**config.mk**
```make
export PLATFORM = sky130hd
export DESIGN_NAME = esc_telemetry_frame_parser_core
export DESIGN_NICKNAME = d
export VERILOG_FILES = /design/src/sv/etfp_pkg.sv /design/src/sv/esc_telemetry_frame_parser_core.sv /design/src/sv/etfp_front.sv /design/src/sv/etfp_queue.sv /design/src/sv/etfp_back.sv
export SDC_FILE = /design/constraint.sdc
export NUM_CORES = 1
export LEC_CHECK = 0
export ABC_AREA = 0
export ABC_CLOCK_PERIOD_IN_PS = 10700
export BUFFER_PORTS_ARGS = -buffer_cell sky130_fd_sc_hd__buf_4
export CAP_MARGIN = 20
export CORE_UTILIZATION = 58
export CTS_BUF_LIST = sky130_fd_sc_hd__clkbuf_4
export CTS_CLUSTER_SIZE = 10
export DETAILED_ROUTE_END_ITERATION = 16
export GPL_TIMING_DRIVEN = 1
export PLACE_DENSITY = 0.8
export SLEW_MARGIN = 15
export SYNTH_ARGS = -nofsm -noshare
export SYNTH_HDL_FRONTEND = slang
export SYNTH_SLANG_ARGS = --single-unit
```
**constraint.sdc**
```tcl
create_clock -name clock -period 10.7 [get_ports clock]
set_clock_uncertainty 0.2 [all_clocks]
set_input_delay 0.535 -clock clock [delete_from_list [all_inputs] [get_ports clock]]
set_output_delay 0.535 -clock clock [all_outputs]
set_load 0.02 [all_outputs]
```
**src/sv/etfp_pkg.sv**
```systemverilog
`timescale 1ns / 1ps
// ----------------------------------------------------------------------------
// ESC telemetry frame parser package
// Types and constants shared by the frame parser modules.
// ----------------------------------------------------------------------------
package etfp_pkg;

   localparam int unsigned FRAME_LENGTH = 10;
   localparam int unsigned CRC_INDEX    = FRAME_LENGTH - 1;
   localparam int unsigned INDEX_WIDTH  = 4;

   localparam logic [7:0]  CRC_POLY = 8'h07;
   localparam logic [7:0]  CRC_TOP  = 8'h80;
   localparam logic [15:0] LOST_MAX = 16'hFFFF;

   typedef struct packed {
      logic [7:0]  temperature;
      logic [15:0] voltage;
      logic [15:0] current;
      logic [15:0] consumption;
      logic [15:0] rpm;
      logic        crc_ok;
   } frame_type;

endpackage

```
**src/sv/esc_telemetry_frame_parser_core.sv**
```systemverilog
`timescale 1ns / 1ps
// ----------------------------------------------------------------------------
// ESC telemetry frame parser
// Assembles ten-byte telemetry frames, checks their CRC-8 and counts losses.
//
//   Channel   Direction  Ports
//   req       in         req_push, req_full, req_data_byte
//   rsp       out        rsp_pop, rsp_empty, rsp_temperature .. rsp_lost_count
//
// One byte is taken every cycle while req_full is low; the CRC update is done
// in the cycle a byte arrives. A finished frame enters the frame queue when its
// tenth byte is accepted and is loaded into the result register once that is
// empty or popped. Reset clears the frame position, CRC, queue and lost count.
// The tenth byte of a frame is held off only while the frame queue is full.
// ----------------------------------------------------------------------------
module esc_telemetry_frame_parser_core #(
   parameter int unsigned QUEUE_DEPTH = 2
) (
   input  logic        clock,
   input  logic        reset,
   input  logic        req_push,
   output logic        req_full,
   input  logic [7:0]  req_data_byte,
   input  logic        rsp_pop,
   output logic        rsp_empty,
   output logic [7:0]  rsp_temperature,
   output logic [15:0] rsp_voltage,
   output logic [15:0] rsp_current,
   output logic [15:0] rsp_consumption,
   output logic [15:0] rsp_rpm,
   output logic        rsp_crc_ok,
   output logic [15:0] rsp_lost_count
);

   etfp_pkg::frame_type front_frame;
   etfp_pkg::frame_type queue_frame;
   etfp_pkg::frame_type result;
   logic                frame_push;
   logic                queue_full;
   logic                queue_empty;
   logic                queue_pop;

   etfp_front u_front (
      .clock      (clock),
      .reset      (reset),
      .push       (req_push),
      .data_byte  (req_data_byte),
      .full       (req_full),
      .frame_push (frame_push),
      .frame      (front_frame),
      .queue_full (queue_full)
   );

   etfp_queue #(
      .DEPTH (QUEUE_DEPTH)
   ) u_queue (
      .clock      (clock),
      .reset      (reset),
      .push       (frame_push),
      .push_frame (front_frame),
      .full       (queue_full),
      .pop        (queue_pop),
      .pop_frame  (queue_frame),
      .empty      (queue_empty)
   );

   etfp_back u_back (
      .clock       (clock),
      .reset       (reset),
      .queue_empty (queue_empty),
      .queue_frame (queue_frame),
      .queue_pop   (queue_pop),
      .empty       (rsp_empty),
      .pop         (rsp_pop),
      .result      (result),
      .lost_count  (rsp_lost_count)
   );

   assign rsp_temperature = result.temperature;
   assign rsp_voltage     = result.voltage;
   assign rsp_current     = result.current;
   assign rsp_consumption = result.consumption;
   assign rsp_rpm         = result.rpm;
   assign rsp_crc_ok      = result.crc_ok;

endmodule

```
**src/sv/etfp_front.sv**
```systemverilog
`timescale 1ns / 1ps
// ----------------------------------------------------------------------------
// ESC telemetry frame assembler
// Collects bytes, runs the CRC-8 and emits one decoded frame per ten bytes.
// ----------------------------------------------------------------------------
module etfp_front (
   input  logic                clock,
   input  logic                reset,
   input  logic                push,
   input  logic [7:0]          data_byte,
   output logic                full,
   output logic                frame_push,
   output etfp_pkg::frame_type frame,
   input  logic                queue_full
);

   localparam int unsigned NUM_BYTES = etfp_pkg::FRAME_LENGTH - 1;

   logic [etfp_pkg::INDEX_WIDTH-1:0] index_ff;
   logic [etfp_pkg::INDEX_WIDTH-1:0] index_in;
   logic [7:0]                       crc_ff;
   logic [7:0]                       crc_in;
   logic [7:0]                       bytes_ff [NUM_BYTES];
   logic                             at_crc;
   logic                             accept;

   function automatic logic [7:0] crc_feed(input logic [7:0] crc, input logic [7:0] value);
      logic [7:0] v;
      v = crc ^ value;
      for (int k = 0; k < 8; k++) begin
         if ((v & etfp_pkg::CRC_TOP) != 8'h00) begin
            v = {v[6:0], 1'b0} ^ etfp_pkg::CRC_POLY;
         end else begin
            v = {v[6:0], 1'b0};
         end
      end
      return v;
   endfunction

   assign at_crc     = (index_ff >= etfp_pkg::INDEX_WIDTH'(etfp_pkg::CRC_INDEX));
   assign full       = at_crc && queue_full;
   assign accept     = push && !full;
   assign frame_push = accept && at_crc;

   always_comb begin
      frame.temperature = bytes_ff[0];
      frame.voltage     = {bytes_ff[1], bytes_ff[2]};
      frame.current     = {bytes_ff[3], bytes_ff[4]};
      frame.consumption = {bytes_ff[5], bytes_ff[6]};
      frame.rpm         = {bytes_ff[7], bytes_ff[8]};
      frame.crc_ok      = (data_byte == crc_ff);
   end

   always_comb begin
      index_in = index_ff;
      crc_in   = crc_ff;
      if (accept) begin
         if (at_crc) begin
            index_in = '0;
            crc_in   = '0;
         end else begin
            index_in = index_ff + 1'b1;
            crc_in   = crc_feed(crc_ff, data_byte);
         end
      end
   end

   always_ff @(posedge clock) begin
      if (reset) begin
         index_ff <= '0;
         crc_ff   <= '0;
      end else begin
         index_ff <= index_in;
         crc_ff   <= crc_in;
      end
   end

   always_ff @(posedge clock) begin
      for (int i = 0; i < NUM_BYTES; i++) begin
         if (accept && !at_crc && (index_ff == etfp_pkg::INDEX_WIDTH'(i))) begin
            bytes_ff[i] <= data_byte;
         end
      end
   end

endmodule

```
**src/sv/etfp_queue.sv**
```systemverilog
`timescale 1ns / 1ps
// ----------------------------------------------------------------------------
// ESC telemetry frame queue
// Short FIFO of decoded frames between the assembler and the result stage.
// ----------------------------------------------------------------------------
module etfp_queue #(
   parameter int unsigned DEPTH = 2
) (
   input  logic                clock,
   input  logic                reset,
   input  logic                push,
   input  etfp_pkg::frame_type push_frame,
   output logic                full,
   input  logic                pop,
   output etfp_pkg::frame_type pop_frame,
   output logic                empty
);

   localparam int unsigned PTR_WIDTH = (DEPTH > 1) ? $clog2(DEPTH) : 1;
   localparam int unsigned CNT_WIDTH = $clog2(DEPTH + 1);

   etfp_pkg::frame_type  mem_ff [DEPTH];
   logic [PTR_WIDTH-1:0] wr_ptr_ff;
   logic [PTR_WIDTH-1:0] wr_ptr_in;
   logic [PTR_WIDTH-1:0] rd_ptr_ff;
   logic [PTR_WIDTH-1:0] rd_ptr_in;
   logic [CNT_WIDTH-1:0] count_ff;
   logic [CNT_WIDTH-1:0] count_in;
   logic                 do_push;
   logic                 do_pop;

   assign full      = (count_ff == CNT_WIDTH'(DEPTH));
   assign empty     = (count_ff == '0);
   assign do_push   = push && !full;
   assign do_pop    = pop && !empty;
   assign pop_frame = mem_ff[rd_ptr_ff];

   always_comb begin
      wr_ptr_in = wr_ptr_ff;
      rd_ptr_in = rd_ptr_ff;
      count_in  = count_ff;
      if (do_push) begin
         wr_ptr_in = (wr_ptr_ff == PTR_WIDTH'(DEPTH - 1)) ? '0 : wr_ptr_ff + 1'b1;
      end
      if (do_pop) begin
         rd_ptr_in = (rd_ptr_ff == PTR_WIDTH'(DEPTH - 1)) ? '0 : rd_ptr_ff + 1'b1;
      end
      if (do_push && !do_pop) begin
         count_in = count_ff + 1'b1;
      end else if (do_pop && !do_push) begin
         count_in = count_ff - 1'b1;
      end
   end

   always_ff @(posedge clock) begin
      if (reset) begin
         wr_ptr_ff <= '0;
         rd_ptr_ff <= '0;
         count_ff  <= '0;
      end else begin
         wr_ptr_ff <= wr_ptr_in;
         rd_ptr_ff <= rd_ptr_in;
         count_ff  <= count_in;
      end
   end

   always_ff @(posedge clock) begin
      if (do_push) begin
         mem_ff[wr_ptr_ff] <= push_frame;
      end
   end

endmodule

```
**src/sv/etfp_back.sv**
```systemverilog
`timescale 1ns / 1ps
// ----------------------------------------------------------------------------
// ESC telemetry result stage
// Counts lost frames and holds the result register that the consumer reads.
// ----------------------------------------------------------------------------
module etfp_back (
   input  logic                clock,
   input  logic                reset,
   input  logic                queue_empty,
   input  etfp_pkg::frame_type queue_frame,
   output logic                queue_pop,
   output logic                empty,
   input  logic                pop,
   output etfp_pkg::frame_type result,
   output logic [15:0]         lost_count
);

   logic                valid_ff;
   logic                valid_in;
   etfp_pkg::frame_type result_ff;
   logic [15:0]         lost_ff;
   logic [15:0]         lost_in;
   logic                load;

   assign load      = !queue_empty && (!valid_ff || pop);
   assign queue_pop = load;
   assign empty     = !valid_ff;
   assign result    = result_ff;
   assign lost_count = lost_ff;

   always_comb begin
      valid_in = valid_ff;
      lost_in  = lost_ff;
      if (load) begin
         valid_in = 1'b1;
         if (!queue_frame.crc_ok && (lost_ff != etfp_pkg::LOST_MAX)) begin
            lost_in = lost_ff + 16'd1;
         end
      end else if (pop) begin
         valid_in = 1'b0;
      end
   end

   always_ff @(posedge clock) begin
      if (reset) begin
         valid_ff <= 1'b0;
         lost_ff  <= '0;
      end else begin
         valid_ff <= valid_in;
         lost_ff  <= lost_in;
      end
   end

   always_ff @(posedge clock) begin
      if (load) begin
         result_ff <= queue_frame;
      end
   end

endmodule
```
==> impl_metrics.csv, run 1 <==
group,metric,value,unit
route,drcViolationCount,0,
synthesis,ys_seq_elements,325,
outcome,status,"complete, no violations",
route,wire_per_inst,18.17,µm
cells_and_area,layout.nets,803,
setup_path,crit_path_end_kind,"flip-flop",
cts,root_buffer,"clkbuf_4",
route,detail_route.first_pass.iterations,5,
setup_path,critPathLaunch,"u_front.index_ff[1]",
worst_hold_path,hp-class,"input pin to flip-flop",
worst_hold_path,holdPathStages,1,
worst_hold_path,hold_end,"u_front.bytes_ff[0][42]",
synthesis,synth-edff-count,291,
cells_and_area,syn2layout_area_growth,19.44,%
cts,cts_inserted_buffers,78,
route,antenna_left,0,
route,drt_iter0_drc,378,
setup_path,reg2regPathDepth,7,
timing,fmax,0.3251,GHz
floorplanning,start_util,0.5931,
grt,grt_max_degree,75,
power,leakagePower,4.821,nW
route,via_count,5867,
setup_path,critical_path_required,10.78,ns
synthesis,yosysWarningCount,0,
place,gp_congestion,0.8324,
cells_and_area,fill_cells,1230,
floorplanning,dieArea,20540,µm²
setup_path,reg2reg_to,"u_queue.mem_ff[1][10]",
cells_and_area,layout.cells.non_filler,1110,
place,dpl_cell_area,12670,µm²
route,routed_wl,20170,µm
cells_and_area,mostFrequentLayoutCells,"edfxtp_1, clkbuf_4, buf_4, mux2_2, nor2_1",
timing,post-route-period-util,0.2875,
synthesis,syn_avg_cell_area,19.27,µm²
timing,rsz0062_at_grt,"false",
setup_path,critPathMaxFanout,73,
cells_and_area,layout_commonest_cell,"edfxtp_1",
cts,cts_tree,"yes",
cts,cts_setup_buffers,0,
cts,cts_sinks,325,
power,switching_share,0.2691,
timing,setup_violations,0,
setup_path,arrival,3.16,ns
power,clkPwrFrac,0.314,
synthesis,synth_area,11580,µm²
floorplanning,row_count,51,
grt,grt_use_total,0.2047,
cts,clk_latency,0.68,ns
timing,setup-tns-final,0,ns
synthesis,synth.distinct_cells,47,
power,pwr-share-comb,0.192,
worst_hold_path,min_from,"req_data_byte[2]",
power,p_switching,0.0008996,W
cells_and_area,final_area,13830,µm²
cts,htree_num_levels,3,
cts,cts_buffer_depth,3,
place,dp.cells,959,
cells_and_area,seqCellArea,9423,µm²
cells_and_area,final_core_utilization,0.7084,
setup_path,startpoint_type,"flip-flop",
cts,clkSlewWorstSetupHoldPaths,0.06,ns
floorplanning,core,19530,µm²
floorplanning,die_y,143.3,µm
timing,period_needed,3.076,ns
power,seq_power_share,0.493,
power,p_int,0.002444,W
synthesis,yosysSeqAreaShare,0.8133,
timing,hold_viol,0,
cells_and_area,multiInputGateArea,2067,µm²
floorplanning,die_x,143.3,µm
flow_run,timing.max_cap.violations,0,
grt,gr-total-overflow,0,
synthesis,synth-async-reset-ratio,0,
setup_path,r2r_setup_slack,7.62,ns
grt,grt_pass1_wl,30680,µm
synthesis,syn_nets,622,
timing,worst_slew_pin_slew,1.008,ns
setup_path,crit_type,"flip-flop to flip-flop",
timing,relSlewSlack,0.3281,
power,power,0.003343,W
power,power.density,241.7,nW/µm²
floorplanning,ios,103,
grt,antenna_found_initial,1,
route,via_per_inst,5.286,
synthesis,synthCells,601,
timing,slew_viol_final,0,
cells_and_area,drive_gt1_frac,0.3709,
place,hpwl,11920,µm
power,peakVddDrop,0.1326,mV
setup_path,timing.rr.start,"u_front.index_ff[1]",
place,io_buffers,102,
synthesis,yosys_most_used_dff,"edfxtp_1",
grt,grt_pass1_vias,6140,
## flip-flops by register name, indices dropped and copies added (netlist names), named ones only
register,flops
u_back.result,73
u_queue.mem_ff,146
u_front.crc_ff,8
u_queue.wr_ptr_ff,1
u_queue.rd_ptr_ff,1
u_queue.count_ff,2
u_front.index_ff,4
u_back.valid_ff,1
u_front.bytes_ff,72
u_back.lost_count,16
## synth_stat cells, types with 2 or more instances
library cell  instances  area (µm²)
inv_1                 8       30.03
edfxtp_1            291        8738
dfxtp_1              34       680.7
and3_1                2       12.51
ha_1                  9       112.6
nor2_1               34       127.6
a22oi_1               6       45.04
a41oi_1               2       17.52
mux2i_1               3       30.03
and4_1                2       17.52
xnor2_1              23       201.4
nor4_2                3       37.54
nand2_1              15       56.30
o21ai_0               3       15.01
or3_1                 5       31.28
clkbuf_1             14       52.55
nand4b_1              2       17.52
nor2b_1               5       31.28
mux2_2               73       822.0
nor3_1               11       55.05
xor2_1               11       96.34
nand3_1               7       35.03
nor3b_1               2       15.01
nand2b_1              3       18.77
a21oi_1               6       30.03
nand4_1               6       37.54
## per-stage QoR
| stage | setup slack (ns) | hold WS [ns] |
|---|---|---|
| 2_1_floorplan | 3.673 | 0.2215 |
| 3_3_place_gp | 7.871 | 0.2217 |
| 3_5_place_dp | 7.697 | 0.2304 |
| 4_1_cts | 7.656 | 0.01021 |
| 5_1_grt | 7.468 | 0.007170 |
| 6_report | 7.624 | 0.04123 |
## how the worst max path moves through the flow
stage | to | depth (start not counted)
2_1_floorplan | u_queue.mem_ff[0][0] | 6
3_3_place_gp | u_queue.mem_ff[1][22] | 7
3_5_place_dp | u_queue.mem_ff[1][47] | 7
4_1_cts | u_queue.mem_ff[1][13] | 7
5_1_grt | u_queue.mem_ff[1][16] | 7
6_report | u_queue.mem_ff[1][10] | 7
## critical path: stages (launching register included)
cell     delay, ns
dfxtp_1       0.41
inv_1         0.10
ha_1          0.22
nor3b_1       0.34
o31ai_1       0.16
nor2_1        0.25
and2_2        0.19
buf_4         0.74
## cells by family (layout without fill, tap and decap cells)
kind of cell,after synthesis,after routing,share of synthesized area
muxes,78,78,0.07584
DFF,325,325,0.8133
xor gates and xnor gates,35,35,0.02766
other,0,1,0
AOI/OAI and AO/OA,26,26,0.01664
and+or+nand+nor,103,103,0.04765
buffers and inverters,25,268,0.009183
adders and majority gates,9,9,0.009724
## cell type report
| class | instances | area share |
|---|---|---|
| diodes | 1 | 0.0001809 |
| clock buffers | 109 | 0.05916 |
| clock inverters | 33 | 0.01854 |
| inverters | 8 | 0.002171 |
| multi-input cells | 251 | 0.1494 |
| flip-flops and latches | 325 | 0.6812 |
| well taps | 265 | 0.02397 |
| repair buffers | 118 | 0.06531 |
## layer usage
layer | up-vias | GRT usage | part of all wire
met4 | 0 | 0.1131 | 0.023
met1 | 2885 | 0.2373 | 0.40
li1 | 2722 | - | -
met3 | 38 | 0.04898 | 0.058
met2 | 222 | 0.3525 | 0.52
met5 | - | 0 | 0
## power by group through the flow
stage,logic (W),clock network [W],registers [W]
6_report,0.000643,0.00105,0.00165
5_1_grt,0.000683,0.00114,0.00167
4_1_cts,0.000649,0.00108,0.00165
3_5_place_dp,0.000644,0,0.00168
3_3_place_gp,0.000624,0,0.00167
2_1_floorplan,0.000252,0,0.00181
## what timing repair did
action	CTS	global route
endpoints found under the setup margin	0	0
endpoints found under the hold margin	41	0
hold buffers	8	0
resized for setup	0	0
Power figures use the tool's default switching activity.
==> inputs of run 2 (changes only) <==
Settings changed: ABC_CLOCK_PERIOD_IN_PS 10700 to 2600, CORE_UTILIZATION 58 to 55, PLACE_DENSITY 0.8 to 0.79.
Clock period 10.7 ns to 2.6 ns, I/O delays scaled along.
==> run 2 against run 1 <==
Compared with the run above: hold slack improved by 0.095 ns; die area is 5.4% higher; via count about the same; final cell count increased by 1.1%; sequential power grew to 4.0 times the previous value; non-clock buffer count is 13 higher; critical path depth down 1; power grew to 4.0 times the previous value; critical path type is now flip-flop to output pin; largest cell class unchanged; largest power group unchanged; highest routed layer unchanged.
==> impl_metrics.csv, run 2 (synthesis results as in run 1) <==
group,metric,value,unit
power,clkPwrFrac,0.289,
timing,relSlewSlack,0.3481,
route,detail_route.first_pass.iterations,5,
setup_path,crit_chain,"inv_2 -> ha_1 -> nor3b_4 -> nand2b_1 -> nor2_2 -> buf_4",
route,via_count,5868,
setup_path,reg2regPathDepth,8,
setup_path,startpoint_type,"flip-flop",
power,seq_power_share,0.500,
place,dpl_cell_area,12830,µm²
cells_and_area,syn2layout_area_growth,20.21,%
cts,cts_sinks,325,
grt,grt_pass1_vias,6097,
setup_path,crit_path_max_incr_delay,0.38,ns
worst_hold_path,holdPathStages,2,
outcome,status,"complete, no violations",
place,hpwl,11870,µm
power,p_switching,0.003657,W
cells_and_area,largest_reg_flops,146,
power,peakVddDrop,0.4765,mV
grt,gr-total-overflow,0,
power,pwr-share-comb,0.212,
place,dp.cells,972,
floorplanning,start_util,0.5669,
cells_and_area,final_core_utilization,0.6815,
floorplanning,die_x,147.1,µm
power,power.density,958.0,nW/µm²
cells_and_area,layout.nets,816,
floorplanning,ios,103,
cts,cts_setup_buffers,0,
cells_and_area,mostFrequentLayoutCells,"edfxtp_1, buf_4, clkbuf_4, mux2_2, nor2_1",
setup_path,critical_path_required,2.27,ns
setup_path,r2r_setup_slack,0.13,ns
cts,cts_inserted_buffers,78,
route,wire_per_inst,17.72,µm
timing,worst_slew_pin_slew,0.9779,ns
cells_and_area,layout_commonest_cell,"edfxtp_1",
cells_and_area,layout.cells.non_filler,1122,
grt,grt_pass1_wl,30660,µm
place,preCtsSetupSlack,0.1536,ns
floorplanning,row_count,52,
flow_run,timing.max_cap.violations,0,
power,switching_share,0.2742,
route,antenna_left,0,
cts,htree_num_levels,3,
setup_path,crit_type,"flip-flop to output pin",
route,routed_wl,19880,µm
route,drt_iter0_drc,365,
cts,clk_latency,0.65,ns
floorplanning,dieArea,21640,µm²
route,drcViolationCount,0,
place,gp_congestion,0.8674,
cts,root_buffer,"clkbuf_4",
setup_path,cpMaxStageDelayCell,"dfxtp_2",
floorplanning,core,20430,µm²
cells_and_area,largest-register,"u_queue.mem_ff",
grt,grt_max_degree,73,
power,p_int,0.009680,W
power,leakagePower,4.855,nW
cts,cts_tree,"yes",
timing,setup_violations,0,
place,io_buffers,102,
timing,fmax,0.4021,GHz
setup_path,arrival,2.16,ns
timing,setup_slack,0.1129,ns
setup_path,crit_path_end_kind,"output pin",
timing,hold_viol,0,
cts,cts_buffer_depth,3,
route,via_per_inst,5.230,
timing,setup-tns-final,0,ns
cells_and_area,final_area,13920,µm²
floorplanning,die_y,147.1,µm
grt,antenna_found_initial,1,
timing,slew_viol_final,0,
timing,period_needed,2.487,ns
timing,post-route-period-util,0.9566,
grt,grt_use_total,0.1880,
setup_path,critPathMaxFanout,5,
cts,clkSlewWorstSetupHoldPaths,0.07,ns
worst_hold_path,hp-class,"input pin to flip-flop",
cells_and_area,drive_gt1_frac,0.3866,
==> run 2: cell count changes in the layout (fill, tap and decap cells not counted), sizes merged <==
| cell | previous run | this run |
|---|---|---|
| bufinv | 5 | 1 |
| inv | 10 | 11 |
| buf | 110 | 118 |
| clkinv | 26 | 24 |
| clkbuf | 109 | 108 |
| dlygate4sd3 | 8 | 13 |
==> run 2: final timing paths <==
check | startpoint | end
max | u_front.index_ff[0] | req_full
min | req_data_byte[0] | u_front.bytes_ff[0][8]
max reg2reg | u_front.index_ff[0] | u_queue.count_ff[1]
min reg2reg | u_front.bytes_ff[0][18] | u_queue.mem_ff[0][51]
==> run 2: area by class of cell <==
class | instances | area (µm²)
clock inverters | 28 | 137.6
clock buffers | 108 | 810.8
well taps | 270 | 337.8
flip-flops and latches | 325 | 9425
multi-input cells | 251 | 2112
repair buffers | 131 | 1066
inverters | 8 | 30.03
fillers | 1316 | 6507
diodes | 1 | 2.502
==> run 2: critical path, delay by kind of cell, from the launching register on <==
family / cells / cell delay (ns)
AND/OR/NAND/NOR: 3 / 0.67
flip-flops: 1 / 0.38
buffers and inverters: 2 / 0.23
adder cells (fa/ha/maj): 1 / 0.21
==> run 2: per-stage QoR <==
| step | hold WS (ns) | total power (W) |
|---|---|---|
| after detailed placement | 0.2290 | 0.009597 |
| after floorplan | 0.02887 | 0.008493 |
| final | 0.1365 | 0.01334 |
| after global routing | 0.1131 | 0.01392 |
| after global placement | 0.2224 | 0.009493 |
| after CTS | 0.09365 | 0.01349 |
==> run 2: metal layers <==
| layer | routed length, µm | GRT usage | part of all wire |
|---|---|---|---|
| met5 | 0 | 0 | 0 |
| met4 | 632 | 0.1036 | 0.032 |
| met3 | 927 | 0.04224 | 0.047 |
| met2 | 10070 | 0.3175 | 0.51 |
| met1 | 8252 | 0.2246 | 0.42 |
==> run 2: power groups by stage <==
stage | combinational (W) | sequential (W) | clock [W]
2_1_floorplan | 0.00104 | 0.00745 | 0
3_3_place_gp | 0.00276 | 0.00674 | 0
3_5_place_dp | 0.00282 | 0.00678 | 0
4_1_cts | 0.00285 | 0.00667 | 0.00396
5_1_grt | 0.00298 | 0.00672 | 0.00422
6_report | 0.00282 | 0.00666 | 0.00385
==> run 2: repair_timing <==
item	CTS	global route
hold buffers	13	0
endpoints found under the setup margin	0	45
resized for setup	0	3
endpoints found under the hold margin	181	0
